<file path="src/rtl/keyboard_scancode_queue_adapter_assert.svh">
// Assertion macros used by the adapter's datapath.
// Each macro checks one implication on the rising clock edge, with reset masked.
`ifndef KEYBOARD_SCANCODE_QUEUE_ADAPTER_ASSERT_SVH
`define KEYBOARD_SCANCODE_QUEUE_ADAPTER_ASSERT_SVH

// The consequent must hold in the same cycle as the antecedent.
`define KBSQ_ASSERT_SAME(label, clk, rst_n, ante, cons) \
    label: assert property (@(posedge clk) disable iff (!rst_n) (ante) |-> (cons)) \
        else $error("kbsq assertion failed");

// The consequent must hold in the cycle after the antecedent.
`define KBSQ_ASSERT_NEXT(label, clk, rst_n, ante, cons) \
    label: assert property (@(posedge clk) disable iff (!rst_n) (ante) |=> (cons)) \
        else $error("kbsq assertion failed");

`endif

</file>
<file path="src/rtl/kbsq_pkg.sv">
package kbsq_pkg;

    // Default queue size and the longest read burst after the count byte.
    localparam int QUEUE_DEPTH_DEF = 64;
    localparam int MAX_READ        = 63;

    // Request opcodes.
    localparam logic [1:0] OP_KEY  = 2'd0;
    localparam logic [1:0] OP_ENV  = 2'd1;
    localparam logic [1:0] OP_READ = 2'd2;

    // Scan code bytes with a special meaning.
    localparam logic [7:0] CODE_NONE = 8'h00;
    localparam logic [7:0] PFX_EXT   = 8'hE0;
    localparam logic [7:0] CODE_E1   = 8'hE1;
    localparam logic [7:0] PFX_BRK   = 8'hF0;
    localparam logic [7:0] CODE_F8   = 8'hF8;

    // Host envelope bytes.
    localparam logic [7:0] TAG_K      = 8'h4B;
    localparam logic [7:0] CMD_RESET  = 8'hFF;
    localparam logic [7:0] CMD_LEDS   = 8'hED;
    localparam logic [7:0] CMD_RATE   = 8'hF3;
    localparam logic [7:0] RATE_TRAIL = 8'hF4;

    typedef struct packed {
        logic [1:0] opcode;
        logic [7:0] key_code;
        logic       key_extended;
        logic       key_down;
        logic [7:0] env_size;
        logic [7:0] env_tag;
        logic [7:0] env_len;
        logic [7:0] env_cmd;
        logic [7:0] env_arg;
        logic [7:0] env_arg2;
        logic [6:0] read_capacity;
    } t_in_item;

    typedef struct packed {
        logic        ok;
        logic [7:0]  data_byte;
        logic        last;
        logic [2:0]  leds_now;
        logic [6:0]  repeat_now;
        logic [31:0] dropped_total;
    } t_out_item;

    typedef enum logic [2:0] {
        S_IDLE,
        S_EXEC,
        S_PUSH,
        S_RESULT,
        S_RD_CNT,
        S_RD_DATA
    } t_state;

    // Commands from the controller to the datapath.
    typedef struct packed {
        logic latch;
        logic exec;
        logic push;
        logic load_res;
        logic load_cnt;
        logic load_data;
    } t_cmd;

    // Status from the datapath to the controller.
    typedef struct packed {
        logic push_go;
        logic read_go;
        logic push_last;
        logic out_free;
        logic n_zero;
        logic n_one;
    } t_stat;

endpackage

</file>
<file path="src/rtl/keyboard_scancode_queue_adapter.sv">
// Keyboard scan code queue adapter.
// Input channel (i_in_valid / o_in_ready / i_in_data) takes one request at a time:
// a key event, a host command envelope or a read. Output channel (o_out_valid /
// i_out_ready / o_out_data) returns results through a single output register.
// A key event, envelope, zero-capacity read or unused opcode gives one result; any other
// read gives a count byte and then that many queued bytes, the final result flagged by last.
// Sequence: a request is latched on acceptance and decoded in the EXEC state; a queued
// key event then writes its one to three bytes into the queue memory, one per cycle.
// Envelopes, reads and rejected or dropped key events go from decode straight to
// loading their first result, and a queued key event loads it after its last byte is
// written. Read bytes follow at one per cycle while the output register is free,
// paced by the registered read port of the queue memory, which is fetched one byte
// ahead. The next request is taken once the last result of the previous one sits in
// the output register.
// Reset clears the queue pointers, LED mask, repeat rate, drop counter and the
// output valid flag; the queue memory itself is not cleared.
// When the receiver holds i_out_ready low, the pending result stays in place and
// the block waits before loading the next one.
module keyboard_scancode_queue_adapter #(
    parameter int QUEUE_DEPTH = kbsq_pkg::QUEUE_DEPTH_DEF
) (
    input  logic                i_clk,
    input  logic                i_rst_n,
    input  logic                i_in_valid,
    output logic                o_in_ready,
    input  kbsq_pkg::t_in_item  i_in_data,
    output logic                o_out_valid,
    input  logic                i_out_ready,
    output kbsq_pkg::t_out_item o_out_data
);

    kbsq_pkg::t_cmd  w_cmd;
    kbsq_pkg::t_stat w_stat;

    // Sequencer.
    kbsq_ctrl u_ctrl (
        .i_clk      (i_clk),
        .i_rst_n    (i_rst_n),
        .i_in_valid (i_in_valid),
        .o_in_ready (o_in_ready),
        .i_stat     (w_stat),
        .o_cmd      (w_cmd)
    );

    // Queue, settings and output register.
    kbsq_datapath #(
        .QUEUE_DEPTH (QUEUE_DEPTH)
    ) u_datapath (
        .i_clk       (i_clk),
        .i_rst_n     (i_rst_n),
        .i_in_data   (i_in_data),
        .i_cmd       (w_cmd),
        .o_stat      (w_stat),
        .o_out_valid (o_out_valid),
        .i_out_ready (i_out_ready),
        .o_out_data  (o_out_data)
    );

endmodule

</file>
<file path="src/rtl/kbsq_ctrl.sv">
module kbsq_ctrl (
    input  logic            i_clk,
    input  logic            i_rst_n,
    input  logic            i_in_valid,
    output logic            o_in_ready,
    input  kbsq_pkg::t_stat i_stat,
    output kbsq_pkg::t_cmd  o_cmd
);

    kbsq_pkg::t_state r_state;
    kbsq_pkg::t_state n_state;

    // State register.
    always_ff @(posedge i_clk) begin
        if (!i_rst_n) begin
            r_state <= kbsq_pkg::S_IDLE;
        end else begin
            r_state <= n_state;
        end
    end

    // Next state and datapath commands.
    always_comb begin
        n_state    = r_state;
        o_cmd      = '0;
        o_in_ready = 1'b0;
        case (r_state)
            kbsq_pkg::S_IDLE: begin
                o_in_ready = 1'b1;
                if (i_in_valid) begin
                    o_cmd.latch = 1'b1;
                    n_state     = kbsq_pkg::S_EXEC;
                end
            end
            kbsq_pkg::S_EXEC: begin
                o_cmd.exec = 1'b1;
                if (i_stat.push_go) begin
                    n_state = kbsq_pkg::S_PUSH;
                end else if (i_stat.read_go) begin
                    n_state = kbsq_pkg::S_RD_CNT;
                end else begin
                    n_state = kbsq_pkg::S_RESULT;
                end
            end
            kbsq_pkg::S_PUSH: begin
                o_cmd.push = 1'b1;
                if (i_stat.push_last) begin
                    n_state = kbsq_pkg::S_RESULT;
                end
            end
            kbsq_pkg::S_RESULT: begin
                if (i_stat.out_free) begin
                    o_cmd.load_res = 1'b1;
                    n_state        = kbsq_pkg::S_IDLE;
                end
            end
            kbsq_pkg::S_RD_CNT: begin
                if (i_stat.out_free) begin
                    o_cmd.load_cnt = 1'b1;
                    n_state = i_stat.n_zero ? kbsq_pkg::S_IDLE : kbsq_pkg::S_RD_DATA;
                end
            end
            kbsq_pkg::S_RD_DATA: begin
                if (i_stat.out_free) begin
                    o_cmd.load_data = 1'b1;
                    if (i_stat.n_one) begin
                        n_state = kbsq_pkg::S_IDLE;
                    end
                end
            end
            default: begin
                n_state = kbsq_pkg::S_IDLE;
            end
        endcase
    end

endmodule

</file>
<file path="src/rtl/kbsq_datapath.sv">
module kbsq_datapath #(
    parameter int QUEUE_DEPTH = kbsq_pkg::QUEUE_DEPTH_DEF
) (
    input  logic                i_clk,
    input  logic                i_rst_n,
    input  kbsq_pkg::t_in_item  i_in_data,
    input  kbsq_pkg::t_cmd      i_cmd,
    output kbsq_pkg::t_stat     o_stat,
    output logic                o_out_valid,
    input  logic                i_out_ready,
    output kbsq_pkg::t_out_item o_out_data
);

    localparam int AW = $clog2(QUEUE_DEPTH);
    localparam int CW = $clog2(QUEUE_DEPTH + 1);
    localparam int SW = AW + 1;
    localparam logic [AW-1:0] LAST_IDX = AW'(QUEUE_DEPTH - 1);
    localparam logic [CW-1:0] DEPTH_C  = CW'(QUEUE_DEPTH);
    localparam logic [CW:0]   DEPTH_X  = (CW + 1)'(QUEUE_DEPTH);
    localparam logic [SW-1:0] DEPTH_S  = SW'(QUEUE_DEPTH);

    // Queue storage and pointers.
    logic [7:0]          r_mem [QUEUE_DEPTH];
    logic [7:0]          r_rd_data;
    logic [AW-1:0]       r_head;
    logic [AW-1:0]       r_tail;
    logic [CW-1:0]       r_count;

    // Adapter settings and the drop counter.
    logic [2:0]          r_leds;
    logic [6:0]          r_repeat;
    logic [31:0]         r_drops;

    // Request being worked on.
    kbsq_pkg::t_in_item  r_item;
    logic                r_ok;
    logic [2:0]          r_pend;
    logic [5:0]          r_n;

    // Output register.
    kbsq_pkg::t_out_item r_out;
    logic                r_out_valid;

    logic [AW-1:0]       w_head_inc;
    logic [AW-1:0]       w_tail_inc;
    logic                w_reserved;
    logic [1:0]          w_nbytes;
    logic                w_fits;
    logic [7:0]          w_push_byte;
    logic [6:0]          w_capm1;
    logic [5:0]          w_lim;
    logic [5:0]          w_n;
    logic                w_env_hdr;
    logic                w_do_reset;
    logic                w_do_leds;
    logic                w_do_rate;
    logic                w_out_free;
    logic                w_load;
    logic                w_rd_en;
    logic [AW-1:0]       w_rd_addr;
    logic [SW-1:0]       w_tail_sum;
    logic [SW-1:0]       w_tail_wrap;
    logic [AW-1:0]       w_tail_calc;

    // Ring pointer increments.
    assign w_head_inc = (r_head == LAST_IDX) ? '0 : r_head + 1'b1;
    assign w_tail_inc = (r_tail == LAST_IDX) ? '0 : r_tail + 1'b1;

    // Key event checks: reserved codes and room for the whole sequence.
    assign w_reserved = (r_item.key_code == kbsq_pkg::CODE_NONE)
                     || (r_item.key_code == kbsq_pkg::PFX_EXT)
                     || (r_item.key_code == kbsq_pkg::CODE_E1)
                     || (r_item.key_code == kbsq_pkg::PFX_BRK)
                     || (r_item.key_code == kbsq_pkg::CODE_F8);
    assign w_nbytes = 2'd1 + {1'b0, r_item.key_extended} + {1'b0, ~r_item.key_down};
    assign w_fits   = ({1'b0, r_count} + (CW + 1)'(w_nbytes)) <= DEPTH_X;

    // The pending mask holds prefix, break and code flags; the highest goes first.
    always_comb begin
        if (r_pend[2]) begin
            w_push_byte = kbsq_pkg::PFX_EXT;
        end else if (r_pend[1]) begin
            w_push_byte = kbsq_pkg::PFX_BRK;
        end else begin
            w_push_byte = r_item.key_code;
        end
    end

    // Read length: the smaller of the fill level, capacity less one and the burst limit.
    assign w_capm1 = r_item.read_capacity - 7'd1;
    assign w_lim   = (w_capm1 > 7'(kbsq_pkg::MAX_READ)) ? 6'(kbsq_pkg::MAX_READ)
                                                        : w_capm1[5:0];
    assign w_n     = (8'(r_count) < 8'(w_lim)) ? 6'(r_count) : w_lim;

    // Envelope decode.
    assign w_env_hdr  = (r_item.env_size >= 8'd2) && (r_item.env_tag == kbsq_pkg::TAG_K)
                     && (r_item.env_len <= (r_item.env_size - 8'd2));
    assign w_do_reset = w_env_hdr && (r_item.env_len == 8'd1)
                     && (r_item.env_cmd == kbsq_pkg::CMD_RESET);
    assign w_do_leds  = w_env_hdr && (r_item.env_len == 8'd2)
                     && (r_item.env_cmd == kbsq_pkg::CMD_LEDS)
                     && (r_item.env_arg[7:3] == 5'd0);
    assign w_do_rate  = w_env_hdr && (r_item.env_len == 8'd3)
                     && (r_item.env_cmd == kbsq_pkg::CMD_RATE)
                     && (r_item.env_size >= 8'd5)
                     && (r_item.env_arg2 == kbsq_pkg::RATE_TRAIL)
                     && !r_item.env_arg[7];

    // The output register may be loaded when empty or when its result leaves now.
    assign w_out_free = !r_out_valid || i_out_ready;
    assign w_load     = i_cmd.load_res || i_cmd.load_cnt || i_cmd.load_data;

    // Queue reads run one byte ahead of the output register.
    assign w_rd_en   = (i_cmd.load_cnt && (r_n != 6'd0)) || (i_cmd.load_data && (r_n != 6'd1));
    assign w_rd_addr = i_cmd.load_cnt ? r_head : w_head_inc;

    // Status to the controller.
    always_comb begin
        o_stat.push_go   = (r_item.opcode == kbsq_pkg::OP_KEY) && !w_reserved && w_fits;
        o_stat.read_go   = (r_item.opcode == kbsq_pkg::OP_READ)
                        && (r_item.read_capacity != 7'd0);
        o_stat.push_last = (r_pend[2:1] == 2'b00);
        o_stat.out_free  = w_out_free;
        o_stat.n_zero    = (r_n == 6'd0);
        o_stat.n_one     = (r_n == 6'd1);
    end

    // Queue memory write port.
    always_ff @(posedge i_clk) begin
        if (i_cmd.push) begin
            r_mem[r_tail] <= w_push_byte;
        end
    end

    // Queue memory read port.
    always_ff @(posedge i_clk) begin
        if (w_rd_en) begin
            r_rd_data <= r_mem[w_rd_addr];
        end
    end

    // Request payload and per-request working registers.
    always_ff @(posedge i_clk) begin
        if (i_cmd.latch) begin
            r_item <= i_in_data;
        end
        if (i_cmd.exec) begin
            r_n <= w_n;
            case (r_item.opcode)
                kbsq_pkg::OP_KEY:  r_ok <= !w_reserved && w_fits;
                kbsq_pkg::OP_ENV:  r_ok <= w_do_reset || w_do_leds || w_do_rate;
                default:           r_ok <= 1'b0;
            endcase
        end else if (i_cmd.load_data) begin
            r_n <= r_n - 6'd1;
        end
    end

    // Queue pointers, settings and the drop counter.
    always_ff @(posedge i_clk) begin
        if (!i_rst_n) begin
            r_head   <= '0;
            r_tail   <= '0;
            r_count  <= '0;
            r_leds   <= '0;
            r_repeat <= '0;
            r_drops  <= '0;
            r_pend   <= '0;
        end else begin
            if (i_cmd.exec) begin
                case (r_item.opcode)
                    kbsq_pkg::OP_KEY: begin
                        if (!w_reserved) begin
                            if (w_fits) begin
                                r_pend <= {r_item.key_extended, ~r_item.key_down, 1'b1};
                            end else begin
                                r_drops <= r_drops + 32'd1;
                            end
                        end
                    end
                    kbsq_pkg::OP_ENV: begin
                        if (w_do_reset) begin
                            r_head   <= '0;
                            r_tail   <= '0;
                            r_count  <= '0;
                            r_leds   <= '0;
                            r_repeat <= '0;
                        end
                        if (w_do_leds) begin
                            r_leds <= r_item.env_arg[2:0];
                        end
                        if (w_do_rate) begin
                            r_repeat <= r_item.env_arg[6:0];
                        end
                    end
                    default: begin
                    end
                endcase
            end
            if (i_cmd.push) begin
                r_tail  <= w_tail_inc;
                r_count <= r_count + 1'b1;
                if (r_pend[2]) begin
                    r_pend[2] <= 1'b0;
                end else if (r_pend[1]) begin
                    r_pend[1] <= 1'b0;
                end else begin
                    r_pend[0] <= 1'b0;
                end
            end
            if (i_cmd.load_data) begin
                r_head  <= w_head_inc;
                r_count <= r_count - 1'b1;
            end
        end
    end

    // Output register payload.
    always_ff @(posedge i_clk) begin
        if (w_load) begin
            r_out.leds_now      <= r_leds;
            r_out.repeat_now    <= r_repeat;
            r_out.dropped_total <= r_drops;
            if (i_cmd.load_cnt) begin
                r_out.ok        <= 1'b1;
                r_out.data_byte <= 8'(r_n);
                r_out.last      <= (r_n == 6'd0);
            end else if (i_cmd.load_data) begin
                r_out.ok        <= 1'b1;
                r_out.data_byte <= r_rd_data;
                r_out.last      <= (r_n == 6'd1);
            end else begin
                r_out.ok        <= r_ok;
                r_out.data_byte <= 8'd0;
                r_out.last      <= 1'b1;
            end
        end
    end

    // Output valid flag.
    always_ff @(posedge i_clk) begin
        if (!i_rst_n) begin
            r_out_valid <= 1'b0;
        end else if (w_load) begin
            r_out_valid <= 1'b1;
        end else if (i_out_ready) begin
            r_out_valid <= 1'b0;
        end
    end

    assign o_out_valid = r_out_valid;
    assign o_out_data  = r_out;

    // Expected write position, derived from head and fill level.
    assign w_tail_sum  = {1'b0, r_head} + SW'(r_count);
    assign w_tail_wrap = (w_tail_sum >= DEPTH_S) ? w_tail_sum - DEPTH_S : w_tail_sum;
    assign w_tail_calc = AW'(w_tail_wrap);

    `include "keyboard_scancode_queue_adapter_assert.svh"

    `KBSQ_ASSERT_SAME(a_count_bound, i_clk, i_rst_n, 1'b1, r_count <= DEPTH_C)
    `KBSQ_ASSERT_SAME(a_tail_track, i_clk, i_rst_n, 1'b1, r_tail == w_tail_calc)
    `KBSQ_ASSERT_SAME(a_no_overwrite, i_clk, i_rst_n, r_out_valid && !i_out_ready, !w_load)
    `KBSQ_ASSERT_SAME(a_pop_nonempty, i_clk, i_rst_n, i_cmd.load_data, r_count != '0)

endmodule

</file>
<file path="config.mk">
export PLATFORM = sky130hd
export DESIGN_NAME = keyboard_scancode_queue_adapter
export DESIGN_NICKNAME = d
export VERILOG_FILES = /design/src/rtl/kbsq_pkg.sv /design/src/rtl/keyboard_scancode_queue_adapter.sv /design/src/rtl/kbsq_ctrl.sv /design/src/rtl/kbsq_datapath.sv
export VERILOG_INCLUDE_DIRS = /design/src /design/src/rtl
export SDC_FILE = /design/constraint.sdc
export NUM_CORES = 1
export LEC_CHECK = 0
export ABC_AREA = 1
export BUFFER_PORTS_ARGS = -buffer_cell sky130_fd_sc_hd__buf_2
export CORE_MARGIN = 3
export CORE_UTILIZATION = 45
export CTS_CLUSTER_DIAMETER = 150
export CTS_CLUSTER_SIZE = 28
export DETAILED_ROUTE_END_ITERATION = 16
export PLACE_DENSITY = 0.67
export SYNTH_ARGS = -nofsm -noshare
export SYNTH_HDL_FRONTEND = slang
export SYNTH_SLANG_ARGS = --single-unit
export TNS_END_PERCENT = 5
</file>
<file path="constraint.sdc">
create_clock -name i_clk -period 4.1 [get_ports i_clk]
set_input_delay 0.82 -clock i_clk [delete_from_list [all_inputs] [get_ports i_clk]]
set_output_delay 0.82 -clock i_clk [all_outputs]
set_load 0.02 [all_outputs]
</file>
==> out/qor.txt, run 1 <==
Status - completed
Core ar. - 70,300 um^2
Post-synth ARST share - 0
Clk pwr share - 0.215
Rel. slew slack - 0.220
Design Power - 16.2 mW
CTS clk-pin slew, worst paths - 110 ps
Clk buf depth - 3
Top cells by area, synth - edfxtp_1 60%, nand3_1 9.8%, nand2_1 8.4%
Area growth syn-to-layout - 8.95%
Largest net degree at the start of global routing - 73
VDD IR max - 371 uV
Initial antenna violation count - 7
Mapped Cells - 3,235
Commonest cells in the netlist - 720 x nand2_1, 646 x edfxtp_1, 625 x nand3_1
Hold WS - 347 ps
Count leader, synth - nand2_1
Clk sink count - 713
Register Area - 20,700 um^2
Post-route DRC - 0
WP data required - 4580 ps
DIE WIDTH - 273 um
Sequential share of the synthesized area - 0.647
First-pass GRT wire length - 123,000 um
Synth Area per Inst - 9.91 um^2
Vias - 22,400
Root buffer cell - clkbuf_16
Post-Layout Cell Count - 4,312
TritonCTS Buffers - 29
1st-pass router iterations - 5
Fmax - 284 MHz
Fin. Hold Viols - 0
Vias in the first global route - 21,300
Syn nets - 3,333
Post-Syn Area - 32,100 um^2
Final min period - 3520 ps
Initial Util - 0.456
Post-synth cell types - 43
Number of synthesized flops with an enable pin - 646
Cell Int Power - 11.2 mW
Fin nets - 3,453
Per-cell routed wire length - 18.6 um
Worst slew pin tran - 1170 ps
CP peak stage delay - 540 ps
Switching share of power - 0.311
Setup TNS Final - 0 ps
Setup Buffers After CTS - 0
Number of max-cap violations - 0
#FFs+latches synth - 713
Hold Path Class - primary input to flip-flop
Startpoint types - flip-flop
Hold buffer count at cts - 0
Layout cells sized above 1 - 0.0835
Slowest CP cell - nand3_1
Total grt overflow - 0
Final wirelength - 80,100 um
Number of routed nets with antenna violations - 0
Die Y - 273 um
Placed Cells incl. Taps - 4,264
Max Slew Vio Count - 0
H-tree depth - 1
Endpoint class of the critical path - flip-flop
Clk_skew - 20.5 ps
Leakage - 14.4 nW
Cell chain of the critical path - inv_1 > ha_1 > nand2_1 > nor3_1 > xor2_1 > inv_1 > ha_1 > nand2_1 > nor2_1 > a21boi_0 > o21ai_0 > nand2_1 > inv_1 > nand3_1 > nand3_1 > a21oi_1
Clock tree from TritonCTS - built
Leading area contributor after synthesis - edfxtp_1
Port Buffers - 124
Flop pwr share - 0.565
Area of the multi-input gates - 8410 um^2
I/O pins - 125
Period utilization - 0.859
CP max FO - 17
Quantity of gates resized following cts - 0
Core Util, Final - 0.497
Setup violations, final - 0
Combinational power share - 0.220
Die ar. - 74,500 um^2
Area share of the largest cell type after synthesis - 0.605
Post-DP HPWL - 51,300 um
GRT Util Overall - 0.212
Worst Path Arrival - 4000 ps
Crit path kind - flip-flop to flip-flop
Routability cong. - 0.889
YS warnings - 0
Pwr Density - 465 nW/um^2
Ys flop type - edfxtp_1
Clk_lat worst skew - 650 ps
RSZ-0062 raised after global routing - false
Vias per cell - 5.20
FP Rows - 97
Initial DRC Count - 2,688
Fill cell count - 6,341
Net Sw Power - 5.05 mW
==> layout by cell type (no fill, tap or decap), types with 29 or more instances in the layout <==
cell type  Yosys  layout
inv_1        604     604
nand3_1      625     625
nor3_1        29      29
a21oi_1       72      72
nand2_1      720     717
buf_4         16      81
nor2_1       159     153
clkbuf_16      0      29
buf_2         65     124
edfxtp_1     646     646
dfxtp_1       67      67
o21ai_0       46      45
==> per-layer routing <==
layer	GRT usage	share of wire	vias up
met2	0.342	0.47	870
li1	-	-	10800
met3	0.0325	0.078	133
met4	0.0633	0.030	2
met5	0	0.00016	-
met1	0.297	0.42	10600
==> final timing paths <==
check	depth (start not counted)	slack, ps	from	to
worst max-delay path	16	580	u_datapath.r_item[48]	u_datapath.r_head[3]
worst min-delay path	1	350	i_in_data[58]	u_datapath.r_item[58]
worst max register to register	16	580	u_datapath.r_item[48]	u_datapath.r_head[3]
worst min register to register	0	440	u_datapath.r_repeat[6]	u_datapath.o_out_data[38]
==> registers in the layout, summed over array words and instances (netlist names), 3 cells and up <==
register,flops
u_datapath.r_count,7
u_ctrl.r_state,3
u_datapath.r_n,6
u_datapath.o_out_data,52
u_datapath.r_mem,512
u_datapath.r_tail,6
u_datapath.r_repeat,7
u_datapath.r_head,6
u_datapath.r_leds,3
u_datapath.r_item,67
u_datapath.r_drops,32
u_datapath.r_rd_data,8
==> power by group through the flow <==
stage	clock [mW]	combinational [mW]	sequential [mW]
after floorplan	0	2.03	9.46
after global placement	0	3.49	9.34
after detailed placement	0	3.56	9.35
after CTS	3.54	3.57	9.18
after global routing	3.82	3.92	9.23
final	3.49	3.57	9.18
==> through the flow <==
stage / worst slack (ps) / cell area, um^2
finish: 580 / 34900
global route: 220 / 34900
CTS: 625 / 34900
detailed placement: 637 / 34100
global placement: 699 / 34100
floorplan: 433 / 32100
==> cells by family after synthesis <==
logic type | synth area share
AND/OR/NAND/NOR | 0.216
flip-flops | 0.647
buffers and inverters | 0.0943
XOR/XNOR | 0.00956
AO/OA/AOI/OAI | 0.0231
adder cells (fa/ha/maj) | 0.0108
==> worst max-delay path: cells and delay by family (launching register included) <==
kind	cells	cell delay, ps
AO/OA/AOI/OAI	3	590
XOR/XNOR	1	200
AND/OR/NAND/NOR	7	1360
adder cells (fa/ha/maj)	2	480
flip-flops	1	450
buffers and inverters	3	300
==> layout make-up <==
type                    count  share of cell area
well taps                 940              0.0337
flip-flops and latches    713               0.594
multi-input cells        1782               0.241
diodes                      6            0.000430
repair buffers            219              0.0432
clock inverters             2            0.000716
clock buffers              40              0.0220
inverters                 610              0.0657
Note: power is estimated with default switching activity, not from simulation.
==> run 2, diff against run 1 <==
--- a/config.mk
+++ b/config.mk
@@ -6,14 +6,13 @@
 export SDC_FILE = /design/constraint.sdc
 export NUM_CORES = 1
 export LEC_CHECK = 0
-export ABC_AREA = 1
 export BUFFER_PORTS_ARGS = -buffer_cell sky130_fd_sc_hd__buf_2
 export CORE_MARGIN = 3
 export CORE_UTILIZATION = 45
 export CTS_CLUSTER_DIAMETER = 150
 export CTS_CLUSTER_SIZE = 28
 export DETAILED_ROUTE_END_ITERATION = 16
-export PLACE_DENSITY = 0.67
+export PLACE_DENSITY = 0.68
 export SYNTH_ARGS = -nofsm -noshare
 export SYNTH_HDL_FRONTEND = slang
 export SYNTH_SLANG_ARGS = --single-unit
==> out/qor.txt, run 2 <==
Crit path launch - u_datapath.r_head[0]
Leading area contributor after synthesis - edfxtp_1
WL met3 - 5320 um
Total grt overflow - 0
Port Buffers - 124
Commonest cells in the netlist - 646 x edfxtp_1, 288 x nand2_1, 191 x a21oi_1
Layout cells sized above 1 - 0.112
Design Power - 13.4 mW
Post-Layout Cell Count - 3,137
Die Y - 260 um
Syn nets - 2,258
Clock tree from TritonCTS - built
Clk_lat worst skew - 630 ps
Routability cong. - 0.885
Endpoint class of the critical path - flip-flop
Initial Util - 0.457
Vias per cell - 5.89
Delay-heaviest family, CP - compound AO/OA/AOI/OAI gates
Mapped Cells - 2,160
WP data required - 4420 ps
Leakage - 10.2 nW
R2R setup slack - 230 ps
Top cells by area, synth - edfxtp_1 67%, dfxtp_1 4.6%, nand2_1 3.7%
Metal2 WL - 33,500 um
Slowest CP cell - a21boi_4
Worst r2r src - u_datapath.r_head[0]
#FFs+latches synth - 713
Number of max-cap violations - 0
Final wirelength - 70,800 um
CP Buf/Inv Count - 1
Met1 WL - 30,100 um
Register Area - 20,700 um^2
Number of routed nets with antenna violations - 0
Initial antenna violation count - 5
CP peak stage delay - 700 ps
Fin. Hold Viols - 0
Most frequent cells in the layout - 646 x edfxtp_1, 287 x nand2_1, 190 x a21oi_1
Setup violations, final - 0
Area share of the largest cell type after synthesis - 0.669
Sequential share of the synthesized area - 0.715
DIE WIDTH - 260 um
Area growth syn-to-layout - 9.57%
Hold buffer count at cts - 0
Final worst slack - 233 ps
Count leader, synth - edfxtp_1
YS warnings - 0
Post-DP HPWL - 46,000 um
Most common cell after layout, fill and taps aside - edfxtp_1
Hold Path Class - primary input to flip-flop
Hold WS - 353 ps
Clk_skew - 27.1 ps
TritonCTS Buffers - 29
Hold Path Origin - i_in_data[64]
Post-synth cell types - 76
I/O pins - 125
Cell chain of the critical path - ha_1 > and3_1 > a32oi_1 > a21boi_4 > buf_12 > a221oi_1 > nor4_1 > nand4_1
Post-Syn Area - 29,000 um^2
Ys flop type - edfxtp_1
Status - completed
Number of synthesized flops with an enable pin - 646
Worst Path Arrival - 4190 ps
Per-cell routed wire length - 22.6 um
Clk buf depth - 3
Fmax - 259 MHz
Fin nets - 2,363
Max Slew Vio Count - 0
Root buffer cell - clkbuf_16
VDD IR max - 293 uV
CP max FO - 104
Area of the multi-input gates - 7780 um^2
Initial DRC Count - 1,975
Placed Cells incl. Taps - 3,080
CTS clk-pin slew, worst paths - 110 ps
Vias - 18,500
Setup TNS Final - 0 ps
1st-pass router iterations - 5
Synth Area per Inst - 13.4 um^2
Final min period - 3870 ps
Clk sink count - 713
Vias in the first global route - 17,700
H-tree depth - 1
Post-route DRC - 0
Crit path kind - flip-flop to flip-flop
Fill cell count - 5,400
Post-synth ARST share - 0
Setup Buffers After CTS - 0
Core ar. - 63,400 um^2
Max reg flops - 512
GRT Util Overall - 0.205
Largest net degree at the start of global routing - 105
First-pass GRT wire length - 107,000 um
Pwr Density - 421 nW/um^2
FP Rows - 92
Die ar. - 67,600 um^2
Worst slack, placed - 121 ps
Rel. slew slack - 0.200
RSZ-0062 raised after global routing - false
Highest Signal Layer - met4
Period utilization - 0.943
Largest Register - u_datapath.r_mem
Startpoint types - flip-flop
Quantity of gates resized following cts - 0
Worst slew pin tran - 1200 ps
[run 2: kinds of logic (layout without fill, tap and decap cells)]
group | after synthesis | in the layout | share of synthesized area
XOR/XNOR | 44 | 44 | 0.0133
AO/OA/AOI/OAI | 481 | 481 | 0.109
multiplexers | 58 | 58 | 0.0201
other | 0 | 5 | 0
adder cells (fa/ha/maj) | 27 | 27 | 0.0119
buffers and inverters | 152 | 278 | 0.0209
AND/OR/NAND/NOR | 685 | 685 | 0.110
flip-flops | 713 | 713 | 0.715
[run 2: final timing paths]
check                                   end  depth (start not counted)
setup / recovery    u_datapath.r_rd_data[1]                          8
hold / removal        u_datapath.r_item[64]                          1
setup reg to reg    u_datapath.r_rd_data[1]                          8
hold reg to reg   u_datapath.o_out_data[34]                          0
[run 2: cell type report]
class | instances | share of cell area
flip-flops and latches | 713 | 0.652
clock inverters | 1 | 0.000512
inverters | 33 | 0.00390
multi-input cells | 1295 | 0.245
repair buffers | 193 | 0.0394
diodes | 5 | 0.000394
well taps | 846 | 0.0333
clock buffers | 51 | 0.0254
[run 2: per-layer routing]
layer  vias up  track usage
met5         -            0
met4         0       0.0590
met3        96       0.0292
met2       761        0.334
met1      9181        0.287
li1       8453            -
[run 2: stage by stage]
| stage | cell area (um^2) | util |
|---|---|---|
| after floorplan | 29000 | - |
| after global placement | 30900 | 0.488 |
| after detailed placement | 30900 | 0.488 |
| after CTS | 31800 | 0.501 |
| after global routing | 31800 | 0.501 |
| final | 31800 | 0.501 |
[run 2: report_power, final]
group	internal, mW	total, mW	switching (mW)
clock	1.36	3.48	2.12
combinational	0.411	1.45	1.04
sequential	8.33	8.46	0.131
